`src/rtl/fgpla_pkg.sv`:
```
// Package: types, constants and state codes for the fenced page allocator.
`timescale 1ns / 1ps
package fgpla_pkg;
  localparam int PoolPagesDefault = 64;
  localparam logic [24:0] PageSizeReset = 25'd65536;

  localparam logic KIND_ALLOC   = 1'b0;
  localparam logic KIND_CLEANUP = 1'b1;

  localparam logic [2:0] ST_ALLOC    = 3'd0;
  localparam logic [2:0] ST_LARGE    = 3'd1;
  localparam logic [2:0] ST_EXHAUST  = 3'd2;
  localparam logic [2:0] ST_CLEANED  = 3'd3;
  localparam logic [2:0] ST_NO_PAGE  = 3'd4;

  typedef struct packed {
    logic        kind;
    logic [31:0] request_size;
    logic [4:0]  align_log2;
    logic [31:0] fence_value;
    logic [31:0] completed_fence;
  } req_t;

  typedef struct packed {
    logic [2:0]  status;
    logic [5:0]  page_index;
    logic [24:0] byte_offset;
    logic [31:0] block_size;
  } rsp_t;

  typedef enum logic [3:0] {
    S_IDLE, S_EVAL, S_DRAIN, S_DRAIN_WAIT, S_TAKE, S_TAKE_WAIT, S_FLUSH, S_FLUSH_RD,
    S_OUT
  } state_t;

  // controller -> datapath
  typedef struct packed {
    logic load;
    logic eval;
    logic drain_rd;
    logic drain_step;
    logic take_rd;
    logic take_step;
    logic flush_rd;
    logic flush_step;
    logic flush_cur;
    logic finish;
    logic out_load;
  } cmd_t;

  // datapath -> controller
  typedef struct packed {
    logic is_cleanup;
    logic cur_valid;
    logic is_large;
    logic no_fit;
    logic drain_ok;
    logic flush_more;
  } sts_t;
endpackage

```
`src/rtl/fgpla_ctrl.sv`:
```
// Controller state machine for the fenced page allocator.
`timescale 1ns / 1ps
module fgpla_ctrl (
  input  logic             clk,
  input  logic             rst,
  input  logic             in_valid,
  output logic             in_stall,
  input  logic             out_stall,
  output logic             out_valid,
  input  fgpla_pkg::sts_t  sts,
  output fgpla_pkg::cmd_t  cmd
);
  import fgpla_pkg::*;

  state_t state, state_next;
  logic out_full, out_full_next;

  always_ff @(posedge clk) begin
    if (rst) begin
      state <= S_IDLE;
      out_full <= 1'b0;
    end else begin
      state <= state_next;
      out_full <= out_full_next;
    end
  end

  always_comb begin
    state_next = state;
    case (state)
      S_IDLE: if (in_valid) state_next = S_EVAL;
      S_EVAL: begin
        if (sts.is_cleanup) state_next = sts.cur_valid ? S_FLUSH : S_OUT;
        else if (sts.is_large) state_next = S_OUT;
        else if (sts.no_fit) state_next = S_DRAIN;
        else state_next = S_OUT;
      end
      S_DRAIN: state_next = S_DRAIN_WAIT;
      S_DRAIN_WAIT: state_next = sts.drain_ok ? S_DRAIN : S_TAKE;
      S_TAKE: state_next = S_TAKE_WAIT;
      S_TAKE_WAIT: state_next = S_OUT;
      S_FLUSH: state_next = S_FLUSH_RD;
      S_FLUSH_RD: state_next = sts.flush_more ? S_FLUSH : S_OUT;
      S_OUT: if (!out_full || !out_stall) state_next = S_IDLE;
      default: state_next = S_IDLE;
    endcase
  end

  always_comb begin
    cmd = '0;
    in_stall = (state != S_IDLE);
    out_valid = out_full;
    out_full_next = out_full && out_stall;
    case (state)
      S_IDLE: cmd.load = in_valid;
      S_EVAL: cmd.eval = 1'b1;
      S_DRAIN: cmd.drain_rd = 1'b1;
      S_DRAIN_WAIT: cmd.drain_step = sts.drain_ok;
      S_TAKE: cmd.take_rd = 1'b1;
      S_TAKE_WAIT: cmd.take_step = 1'b1;
      S_FLUSH: cmd.flush_rd = 1'b1;
      S_FLUSH_RD: begin
        cmd.flush_step = sts.flush_more;
        cmd.flush_cur = !sts.flush_more;
      end
      S_OUT: begin
        if (!out_full || !out_stall) begin
          cmd.out_load = 1'b1;
          cmd.finish = 1'b1;
          out_full_next = 1'b1;
        end
      end
      default: ;
    endcase
  end

  a_stall_busy: assert property (@(posedge clk) disable iff (rst)
    (state != S_IDLE) |-> in_stall) else $error("input taken while busy");
  a_hold: assert property (@(posedge clk) disable iff (rst)
    (out_full && out_stall) |=> out_full) else $error("result lost");
  a_single: assert property (@(posedge clk) disable iff (rst)
    cmd.out_load |=> (state == S_IDLE)) else $error("result path stuck");
endmodule

```
`src/rtl/fgpla_dp.sv`:
```
// Datapath for the fenced page allocator: offsets, page queues, result register.
`timescale 1ns / 1ps
module fgpla_dp #(
  parameter int POOL_PAGES = fgpla_pkg::PoolPagesDefault
) (
  input  logic              clk,
  input  logic              rst,
  input  logic              cfg_we,
  input  logic [24:0]       cfg_data,
  input  fgpla_pkg::req_t   req,
  input  fgpla_pkg::cmd_t   cmd,
  output fgpla_pkg::sts_t   sts,
  output fgpla_pkg::rsp_t   rsp
);
  import fgpla_pkg::*;

  localparam int AW = (POOL_PAGES > 1) ? $clog2(POOL_PAGES) : 1;
  localparam int CW = $clog2(POOL_PAGES + 1);
  localparam logic [CW-1:0] POOL_FULL = CW'(POOL_PAGES);
  localparam logic [CW:0] POOL_WRAP = (CW+1)'(POOL_PAGES);

  logic [24:0] page_size;
  req_t        r;
  logic [AW-1:0] current_page;
  logic        current_valid;
  logic [24:0] current_offset;

  logic [AW-1:0] pend_mem [POOL_PAGES];
  logic [CW-1:0] pending_count;
  logic [AW-1:0] ret_page_mem [POOL_PAGES];
  logic [31:0]   ret_tag_mem [POOL_PAGES];
  logic [AW-1:0] ret_head;
  logic [CW-1:0] retired_count;
  logic [AW-1:0] free_mem [POOL_PAGES];
  logic [AW-1:0] free_head;
  logic [CW-1:0] free_count;
  logic [CW-1:0] pages_created;
  logic [CW-1:0] flush_idx;

  logic [AW-1:0] ret_rd_page, free_rd, pend_rd;
  logic [31:0]   ret_rd_tag;

  // aligned size and offset, registered at eval
  logic [32:0] mask, asize_w, off_w;
  logic [33:0] end_w;
  logic        oversize_w;
  logic        nofit_w;
  logic [32:0] asize;
  logic [25:0] off;
  logic [2:0]  status;
  logic        got_page;

  assign mask = (33'd1 << r.align_log2) - 33'd1;
  assign asize_w = ({1'b0, r.request_size} + mask) & ~mask;
  assign off_w = ({8'd0, current_offset} + mask) & ~mask;
  assign end_w = {1'b0, off_w} + {1'b0, asize_w};
  assign oversize_w = asize_w > {8'd0, page_size};
  assign nofit_w = !current_valid || (end_w > {9'd0, page_size});

  always_ff @(posedge clk) begin
    if (rst) page_size <= PageSizeReset;
    else if (cfg_we) page_size <= cfg_data;
  end

  always_ff @(posedge clk) begin
    if (cmd.load) r <= req;
    if (cmd.eval) begin
      asize <= asize_w;
      off <= current_valid ? 26'(off_w) : 26'd0;
    end
    ret_rd_page <= ret_page_mem[ret_head];
    ret_rd_tag <= ret_tag_mem[ret_head];
    free_rd <= free_mem[free_head];
    pend_rd <= pend_mem[flush_idx[AW-1:0]];
  end

  wire [CW:0] ret_sum = (CW+1)'(ret_head) + (CW+1)'(retired_count);
  wire [CW:0] free_sum = (CW+1)'(free_head) + (CW+1)'(free_count);
  wire [AW-1:0] ret_tail = AW'((ret_sum >= POOL_WRAP) ? ret_sum - POOL_WRAP : ret_sum);
  wire [AW-1:0] free_tail = AW'((free_sum >= POOL_WRAP) ? free_sum - POOL_WRAP : free_sum);

  // page newly taken starts at offset zero
  wire [24:0] out_off = got_page ? 25'd0 : off[24:0];
  logic unused_offmsb;
  assign unused_offmsb = off[25];
  logic unused_cmd;
  assign unused_cmd = cmd.drain_rd ^ cmd.take_rd ^ cmd.flush_rd;

  always_ff @(posedge clk) begin
    if (rst) begin
      current_page <= '0;
      current_valid <= 1'b0;
      current_offset <= '0;
      pending_count <= '0;
      ret_head <= '0;
      retired_count <= '0;
      free_head <= '0;
      free_count <= '0;
      pages_created <= '0;
      flush_idx <= '0;
      status <= ST_ALLOC;
      got_page <= 1'b0;
    end else begin
      if (cmd.eval) begin
        flush_idx <= '0;
        got_page <= 1'b0;
        if (r.kind == KIND_CLEANUP) status <= current_valid ? ST_CLEANED : ST_NO_PAGE;
        else if (oversize_w) status <= ST_LARGE;
        else if (current_valid && (end_w > {9'd0, page_size})) begin
          if (pending_count < POOL_FULL) begin
            pend_mem[pending_count[AW-1:0]] <= current_page;
            pending_count <= pending_count + 1'b1;
          end
          current_valid <= 1'b0;
          current_page <= '0;
          status <= ST_ALLOC;
        end else status <= ST_ALLOC;
      end
      if (cmd.drain_step) begin
        if (free_count < POOL_FULL) begin
          free_mem[free_tail] <= ret_rd_page;
          free_count <= free_count + 1'b1;
        end
        ret_head <= (ret_head == AW'(POOL_PAGES - 1)) ? '0 : ret_head + 1'b1;
        retired_count <= retired_count - 1'b1;
      end
      if (cmd.take_step) begin
        current_offset <= '0;
        if (free_count != '0) begin
          current_page <= free_rd;
          current_valid <= 1'b1;
          got_page <= 1'b1;
          free_head <= (free_head == AW'(POOL_PAGES - 1)) ? '0 : free_head + 1'b1;
          free_count <= free_count - 1'b1;
        end else if (pages_created < POOL_FULL) begin
          current_page <= AW'(pages_created);
          current_valid <= 1'b1;
          got_page <= 1'b1;
          pages_created <= pages_created + 1'b1;
        end else begin
          status <= ST_EXHAUST;
        end
      end
      if (cmd.flush_step || cmd.flush_cur) begin
        if (retired_count < POOL_FULL) begin
          ret_page_mem[ret_tail] <= cmd.flush_cur ? current_page : pend_rd;
          ret_tag_mem[ret_tail] <= r.fence_value;
          retired_count <= retired_count + 1'b1;
        end
        flush_idx <= flush_idx + 1'b1;
        if (cmd.flush_cur) begin
          pending_count <= '0;
          current_valid <= 1'b0;
          current_page <= '0;
          current_offset <= '0;
        end
      end
      if (cmd.finish && r.kind == KIND_ALLOC && status == ST_ALLOC && current_valid)
        current_offset <= 25'({1'b0, out_off} + 26'(asize));
    end
  end

  always_ff @(posedge clk) begin
    if (cmd.out_load) begin
      rsp.status <= status;
      rsp.page_index <= '0;
      rsp.byte_offset <= '0;
      rsp.block_size <= '0;
      if (r.kind == KIND_ALLOC) begin
        if (status == ST_LARGE)
          rsp.block_size <= asize[32] ? 32'hFFFF_FFFF : asize[31:0];
        else rsp.block_size <= asize[31:0];
        if (status == ST_ALLOC) begin
          rsp.page_index <= 6'(current_page);
          rsp.byte_offset <= out_off;
        end
      end
    end
  end

  // the current offset used at finish for a new page must be zero-based
  assign sts.is_cleanup = (r.kind == KIND_CLEANUP);
  assign sts.cur_valid = current_valid;
  assign sts.is_large = oversize_w;
  assign sts.no_fit = nofit_w;
  assign sts.drain_ok = (retired_count != '0) && (ret_rd_tag <= r.completed_fence);
  assign sts.flush_more = flush_idx < pending_count;

  a_counts: assert property (@(posedge clk) disable iff (rst)
    (pending_count <= POOL_FULL) && (retired_count <= POOL_FULL) && (free_count <= POOL_FULL))
    else $error("queue count overflow");
  a_created: assert property (@(posedge clk) disable iff (rst)
    pages_created <= POOL_FULL) else $error("pool count overflow");
  a_take: assert property (@(posedge clk) disable iff (rst)
    cmd.take_step && got_page == 1'b0 |=> (current_valid || status == ST_EXHAUST))
    else $error("page request lost");
endmodule

```
`src/rtl/fence_gated_page_linear_allocator.sv`:
```
// Top level of the fenced page linear allocator.
`timescale 1ns / 1ps
// Bump allocator over a pool of POOL_PAGES equal pages. Each request gives one
// result. A request that fits the current page passes IDLE, EVAL and OUT; a page
// change adds a DRAIN/DRAIN_WAIT pair per retired page moved to the free queue, a
// last DRAIN/DRAIN_WAIT check, then TAKE and TAKE_WAIT; a cleanup adds a FLUSH/FLUSH_RD
// pair per pending page plus one for the current page. A stalled result holds the
// block until taken. The page queues are read through registers, one entry per state pair.
module fence_gated_page_linear_allocator #(
  parameter int POOL_PAGES = fgpla_pkg::PoolPagesDefault
) (
  input  logic             clk,
  input  logic             rst,
  input  logic             cfg_we,
  input  logic [24:0]      cfg_data,
  input  logic             in_valid,
  output logic             in_stall,
  input  fgpla_pkg::req_t  in_data,
  output logic             out_valid,
  input  logic             out_stall,
  output fgpla_pkg::rsp_t  out_data
);
  import fgpla_pkg::*;

  cmd_t cmd;
  sts_t sts;

  fgpla_ctrl u_ctrl (
    .clk, .rst, .in_valid, .in_stall, .out_stall, .out_valid, .sts, .cmd
  );

  fgpla_dp #(.POOL_PAGES(POOL_PAGES)) u_dp (
    .clk, .rst, .cfg_we, .cfg_data, .req(in_data), .cmd, .sts, .rsp(out_data)
  );
endmodule

```
`config.mk`:
```
export PLATFORM = sky130hd
export DESIGN_NAME = fence_gated_page_linear_allocator
export DESIGN_NICKNAME = d
export VERILOG_FILES = /design/src/rtl/fgpla_pkg.sv /design/src/rtl/fgpla_ctrl.sv /design/src/rtl/fgpla_dp.sv /design/src/rtl/fence_gated_page_linear_allocator.sv
export SDC_FILE = /design/constraint.sdc
export NUM_CORES = 2
export LEC_CHECK = 0
export BUFFER_PORTS_ARGS = -buffer_cell sky130_fd_sc_hd__buf_4
export CAP_MARGIN = 20
export CORE_MARGIN = 3
export CORE_UTILIZATION = 45
export CTS_CLUSTER_SIZE = 28
export DETAILED_ROUTE_END_ITERATION = 8
export GPL_TIMING_DRIVEN = 0
export HOLD_SLACK_MARGIN = 0.15
export MAX_ROUTING_LAYER = met4
export PLACE_DENSITY = 0.58
export SLEW_MARGIN = 15
export SYNTH_ARGS = -nofsm -noshare
export SYNTH_HDL_FRONTEND = slang
export SYNTH_HIERARCHICAL = 1
export SYNTH_SLANG_ARGS = --single-unit
```
`constraint.sdc`:
```
create_clock -name clk -period 12.53 [get_ports clk]
set_input_delay 2.506 -clock clk [delete_from_list [all_inputs] [get_ports clk]]
set_output_delay 2.506 -clock clk [all_outputs]
set_load 0.02 [all_outputs]
```
==> Word-level counts from Yosys, hierarchy flattened <==
Memories as Yosys holds them, arrays and structs flattened. A register that Yosys moved wholly into a read port is not among the register bits.
Cells that the tools add are included.
{ "word_totals": {"register_bits": 339, "latchBits": 0, "ramBits": 3200, "rom_bits": 0, "input_bits": 132, "output_inout_bits": 68, "word_cells": 191, "mem_count": 4} }
{ "memory_table": {"columns": ["name", "depth", "word_bits", "rd", "rd_clocked_by_memory_dff", "wr", "line", "text"], "rows": [
  ["u_dp.ret_tag_mem", 64, 32, 1, 1, 1, "fgpla_dp.sv:31", "logic [31:0] ret_tag_mem [POOL_PAGES];"],
  ["u_dp.free_mem", 64, 6, 1, 1, 1, "fgpla_dp.sv:34", "logic [AW-1:0] free_mem [POOL_PAGES];"],
  ["u_dp.pend_mem", 64, 6, 1, 1, 1, "fgpla_dp.sv:28", "logic [AW-1:0] pend_mem [POOL_PAGES];"],
  ["u_dp.ret_page_mem", 64, 6, 1, 1, 1, "fgpla_dp.sv:30", "logic [AW-1:0] ret_page_mem [POOL_PAGES];"]
]} }
{ "classes": {"n_addsub": 18, "multipliers": 0, "div_mod_pow": 0, "magnitude_cmp": 10, "n_eq_ne": 13, "shift": 1, "muxes": 90, "bitwise_logic": 6, "reduce_logical": 23} }
{ "ops": {"columns": ["op", "count"], "rows": [
  ["two-way mux 25 bit", 5],
  ["two-way mux 7 bit", 16],
  ["two-way mux 6 bit", 14],
  ["AND 33 bit", 2],
  ["two-way mux 32 bit", 2],
  ["case mux 4 bit (9 select lines)", 1],
  ["adder 7 x 1 -> 7 bit, second input constant", 5],
  ["two-way mux 1 bit", 35],
  ["adder 33 x 33 -> 34 bit", 1],
  ["greater-than comparator 34 x 25 -> 1 bit", 1],
  ["adder 25 x 33 -> 33 bit", 1],
  ["adder 32 x 33 -> 33 bit", 1],
  ["greater-than comparator 33 x 25 -> 1 bit", 1],
  ["inverter 33 bit", 1],
  ["<< shifter 1 x 5 -> 33 bit, first input constant", 1],
  ["subtractor 33 x 1 -> 33 bit, second input constant", 1],
  ["<= comparator 32 bit", 1],
  ["< comparator 7 bit, second input constant", 4],
  ["two-way mux 4 bit", 7],
  ["adder 25 bit", 1],
  ["two-way mux 3 bit", 7],
  ["adder 6 x 7 -> 8 bit", 2],
  ["equality test 4 x 3 -> 1 bit, second input constant", 4],
  [">= comparator 8 x 7 -> 1 bit, second input constant", 2],
  ["24 further kinds", 45]
]} }

==> Depth between registers and ports, before layout <==
{ "logic_depth": {"depth_word": 16, "ltp_mapped": 47} }

==> Cells and area by module <==
Netlist, hierarchy kept.
{ "modules_own_cells": {"columns": ["module", "instances", "cells_each", "area_per_inst_um2", "seq_area_each_um2"], "rows": [
  ["fgpla_dp", 1, 7033, 144282.1, 106041.7],
  ["fgpla_ctrl", 1, 51, 376.6, 100.1]
]} }

==> Worst setup path before layout <==
OpenSTA, ideal clock, no wires.
{ "synth_timing": {"kind": "register -> register", "start": "register u_dp/r[68] (netlist bit)", "end": "memory u_dp/pend_mem[10][0] (netlist bit), enable pin", "arrival_time_ns": 8.059, "t_required_ns": 12.251, "slack_ns": 4.192, "path_stages_with_launch": 46, "n_path_buf": 5, "period_less_slack_ns": 8.338, "cell_sequence": "edfxtp_1 > buf_6 > clkbuf_1 > clkbuf_1 > nor2_1 > nand3b_1 > ha_1 > clkbuf_1 > clkinv_1 > xnor2_1 > ha_1 > nor2b_1 > o21ai_0 > a21oi_1 > o21a_1 > o21ai_0 > a21o_1 > a21boi_0 > [10 not listed] > nand2_1 > a31oi_1 > a21o_1 > a21oi_1 > xnor2_1 > ha_1 > a21o_1 > a21o_1 > a21oi_1 > nor2b_1 > o21ai_0 > a31oi_1 > nor4_1 > o221ai_1 > nand4b_2 > o311ai_4 > buf_6 > nor3_1"} }
{ "synth_via": {"elab_chain_cells": 13} }
{ "synth_rtl": {"columns": ["item", "line", "text"], "rows": [
  ["start: declaration", "fgpla_dp.sv:23", "req_t r;"],
  ["start signal: assignment", "fgpla_dp.sv:66", "if (cmd.load) r <= req;"],
  ["<< shifter 1 x 5 -> 33 bit (*)", "fgpla_dp.sv:53", "assign mask = (33'd1 << r.align_log2) - 33'd1;"],
  ["subtractor 33 x 1 -> 33 bit (*)", "fgpla_dp.sv:53", null],
  ["adder 25 x 33 -> 33 bit or inverter 33 bit (tied branches)", "fgpla_dp.sv:55", "assign off_w = ({8'd0, current_offset} + mask) & ~mask;"],
  ["AND 33 bit (*)", "fgpla_dp.sv:55", null],
  ["named net u_dp.off_w[12]", "fgpla_dp.sv:44", "logic [32:0] mask, asize_w, off_w;"],
  ["adder 33 x 33 -> 34 bit (*)", "fgpla_dp.sv:56", "assign end_w = {1'b0, off_w} + {1'b0, asize_w};"],
  ["greater-than comparator 34 x 25 -> 1 bit (*)", "fgpla_dp.sv:109", "else if (current_valid && (end_w > {9'd0, page_size})) begin"],
  ["logical AND 1 bit (*)", "fgpla_dp.sv:109", null],
  ["two-way mux 1 bit (*)", "fgpla_dp.sv:109", null],
  ["two-way mux 1 bit (*)", "fgpla_dp.sv:108", "else if (oversize_w) status <= ST_LARGE;"],
  ["two-way mux 1 bit (*)", "fgpla_dp.sv:107", "if (r.kind == KIND_CLEANUP) status <= current_valid ? ST_CLEANED : ST_NO_PAGE;"],
  ["two-way mux 1 bit (*)", "fgpla_dp.sv:104", "if (cmd.eval) begin"],
  ["two-way mux 1 bit (*)", "fgpla_dp.sv:90", "if (rst) begin"],
  ["two-way mux 1 bit (implied by the code) (*)", "fgpla_dp.sv:111", "pend_mem[pending_count[AW-1:0]] <= current_page;"],
  ["end: declaration", "fgpla_dp.sv:28", null]
]} }
Mark *: on every way through the listed nets, which the timed path passes. The rest lies on a longest branch.

==> Worst setup path after layout <==
{ "layout_timing": {"start": "register u_dp/r[68] (netlist bit)", "end": "memory u_dp/pend_mem[42][2] (netlist bit), enable pin"} }
Same word-level chain as after synthesis.

==> results.cfg <==
[floorplanning]
core-area_mm2 = 0.319
initial_core_util_pct = 45.3
std_cell_rows = 207
die_w_um = 573
dieHeight_um = 573
ioPinCount = 200
die_area_mm2 = 0.328

[power]
ir_worst_vdd_uv = 107
power_density_mw_per_mm2 = 147
power.share.clock_pct = 43.3
switchingPower_mw = 5.23
intPower_mw = 19.7
pwr-share-comb_pct = 3.8
swShare_pct = 21.0
p_seq_share_pct = 52.9
p_leak_nw = 53.6

[drt]
viasPerCell = 6.04
initialDrtViolationCount = 8776
routed_wl_um = 403000
post-route-drc-count = 0
vias = 75700
ant_nets = 0
dr.pass1.iters = 6
post_drt_wl_per_cell_um = 32.2

[setup_path]
critPathMaxStageDelay_ns = 0.85
arrival_ns = 12.44
rr_endpoint = u_dp/pend_mem[42][2]$_DFFE_PP_
rr_worst_depth = 44
ff2ff_setup_slack_ns = 0.60
path_max_fanout = 10
crit-reg2reg-launch = u_dp/r[68]$_DFFE_PP_
cp-end-kind = flip-flop
slowest_stage = nor3_1
setup.worst_path.start_class = flip-flop
cp.required_ns = 13.04
path_class = flip-flop to flip-flop
crit_top_cell = o21ai_0

[timing]
tightest_slew_ns = 1.20
slew_viol_final = 0
finalCritPeriodShare_pct = 95.2
final.min_clock_period_ns = 11.93
finalHoldViolations = 0
fmax_ghz = 0.0838
setup_violations = 0
slew_headroom_pct = 19.7
skew_ns = 0.0883
rsz0062_at_grt = yes
hold_ws_ns = 0.473

[placed_design]
portBuffers = 198
dp_hpwl_um = 284000
gp_congestion = 0.936
dp_cells = 11800

[min_path]
min_delay_path_depth = 2
hold_path.class = flip-flop to flip-flop
whs_endpoint = u_dp/current_offset[3]$_SDFF_PP0_
hold_start = u_dp/current_offset[3]$_SDFF_PP0_

[cts]
clockBufferDepth = 4
htree_levels = 5
cts_resized = 0
cts_buffers = 372
cts_hold_buf = 0
clock-root-buffer = clkbuf_16
cts_tree = built
cts.sinks = 3589
postCtsSetupRepairBufs = 0
clk_latency_ns = 0.95
clk_pin_slew_worst_paths_ns = 0.06

[yosys]
syn_area_mm2 = 0.145
avgSynthCellArea_um2 = 20.4
postSynthCellCount = 7081
synth_warnings = 6

[global_routing]
grt_pass1_vias = 75500
grtUsageTotal_pct = 25.1
grt-ovfl-total = 0
grt_pass1_wl_um = 570000
grt_max_degree = 68
grt_antenna_before_repair = 29

[status]
outcome = completed

[cells_and_area]
area_delta_synth_final_pct = 17.2
drive_above_1_share_pct = 27.3
final_cells = 12500
register_area_mm2 = 0.106
fillers = 24700
finalNetCount = 8291
multi_input_area_mm2 = 0.0373

[run]
maxCapViolCount = 0
## registers in the layout (all words and copies together) (netlist names), 4 cells and up
register,count
u_dp/free_rd,6
u_dp/free_count,7
u_dp/pending_count,7
u_dp/current_page,6
u_dp/ret_head,6
u_dp/asize,33
u_dp/current_offset,25
u_dp/free_mem,384
u_dp/off,25
u_dp/ret_rd_page,6
u_dp/pend_mem,384
u_dp/free_head,6
u_dp/pages_created,7
u_dp/rsp,66
u_dp/r,101
u_ctrl/state,4
u_dp/flush_idx,7
u_dp/retired_count,7
u_dp/ret_page_mem,384
u_dp/pend_rd,6
u_dp/ret_rd_tag,32
u_dp/page_size,25
u_dp/ret_tag_mem,2048
## metal layers
| layer | vias up | share of wire [%] | global-route usage, % |
|---|---|---|---|
| li1 | 31100 | - | - |
| met1 | 40600 | 41 | 34.8 |
| met2 | 3352 | 47 | 38.3 |
| met3 | 633 | 8.4 | 4.67 |
| met4 | 0 | 3.1 | 7.06 |
| met5 | - | 0 | - |
## stage by stage
step	total power [mW]	cell area, µm²	utilization (%)	worst slack, ns	TNS (ns)
2_1_floorplan	14.0	145000	-	4.19	0
3_3_place_gp	14.3	151000	47.5	0.291	0
3_5_place_dp	14.4	157000	49.3	0.639	0
4_1_cts	25.2	169000	53.0	0.489	0
5_1_grt	25.7	169000	53.1	-0.0110	-0.121
6_report	25.0	169000	53.1	0.601	0
## cells in the final DEF, fill, tap and decap left out, drive strengths merged, types with 16 or more instances in the layout
cell / count
a31oi: 22
dfxtp: 163
or2: 16
xnor2: 85
and2: 55
nand4: 33
edfxtp: 3426
nand2b: 33
a21oi: 146
a211oi: 17
clkbuf: 713
o21ai: 94
o21a: 16
mux2i: 35
clkinv: 131
and3: 33
diode: 22
nor3: 130
nand3: 69
inv: 138
mux4: 1050
nand2: 169
nor2b: 55
ha: 221
nor2: 411
xor2: 45
buf: 588
a21o: 85
bufinv: 25
## critical path: cells and delay by family, from the launching register on
kind	cells	cell delay, ns
flip-flops	1	0.44
adder cells (fa/ha/maj)	4	1.22
AND/OR/NAND/NOR	12	2.57
AO/OA/AOI/OAI	18	4.03
XOR/XNOR	3	1.08
buffers and inverters	7	2.15
## power by group through the flow
stage | Clock [mW] | Sequential, mW | Combinational, mW
after floorplan | 0 | 13.5 | 0.509
after global placement | 0 | 13.6 | 0.758
after detailed placement | 0 | 13.5 | 0.942
after CTS | 11.0 | 13.2 | 0.947
after global routing | 11.5 | 13.2 | 1.04
final | 10.8 | 13.2 | 0.959
## area by class of cell
| cell class | count | share of cell area (%) |
|---|---|---|
| Clock inverter | 181 | 0.980 |
| Inverter | 125 | 0.277 |
| Sequential cell | 3589 | 62.6 |
| Antenna cell | 22 | 0.0325 |
| Buffer | 330 | 0.820 |
| Multi-Input combinational cell | 3038 | 22.0 |
| Tap cell | 4284 | 3.16 |
| Timing Repair Buffer | 476 | 4.07 |
| Clock buffer | 495 | 6.02 |
## worst max path at each step
stage / startpoint / to / slack [ns] / cells after the start
2_1_floorplan: u_dp/r[68]$_DFFE_PP_ / u_dp/pend_mem[10][0]$_DFFE_PP_ / 4.19 / 45
3_3_place_gp: u_dp/r[66]$_DFFE_PP_ / u_dp/pend_mem[11][2]$_DFFE_PP_ / 0.29 / 39
3_5_place_dp: u_dp/r[68]$_DFFE_PP_ / u_dp/pend_mem[20][5]$_DFFE_PP_ / 0.64 / 44
4_1_cts: u_dp/r[68]$_DFFE_PP_ / u_dp/pend_mem[3][1]$_DFFE_PP_ / 0.49 / 44
5_1_grt: u_dp/r[68]$_DFFE_PP_ / u_dp/pend_mem[25][1]$_DFFE_PP_ / -0.01 / 44
6_report: u_dp/r[68]$_DFFE_PP_ / u_dp/pend_mem[42][2]$_DFFE_PP_ / 0.60 / 44
(Power assumes the default switching activity.)
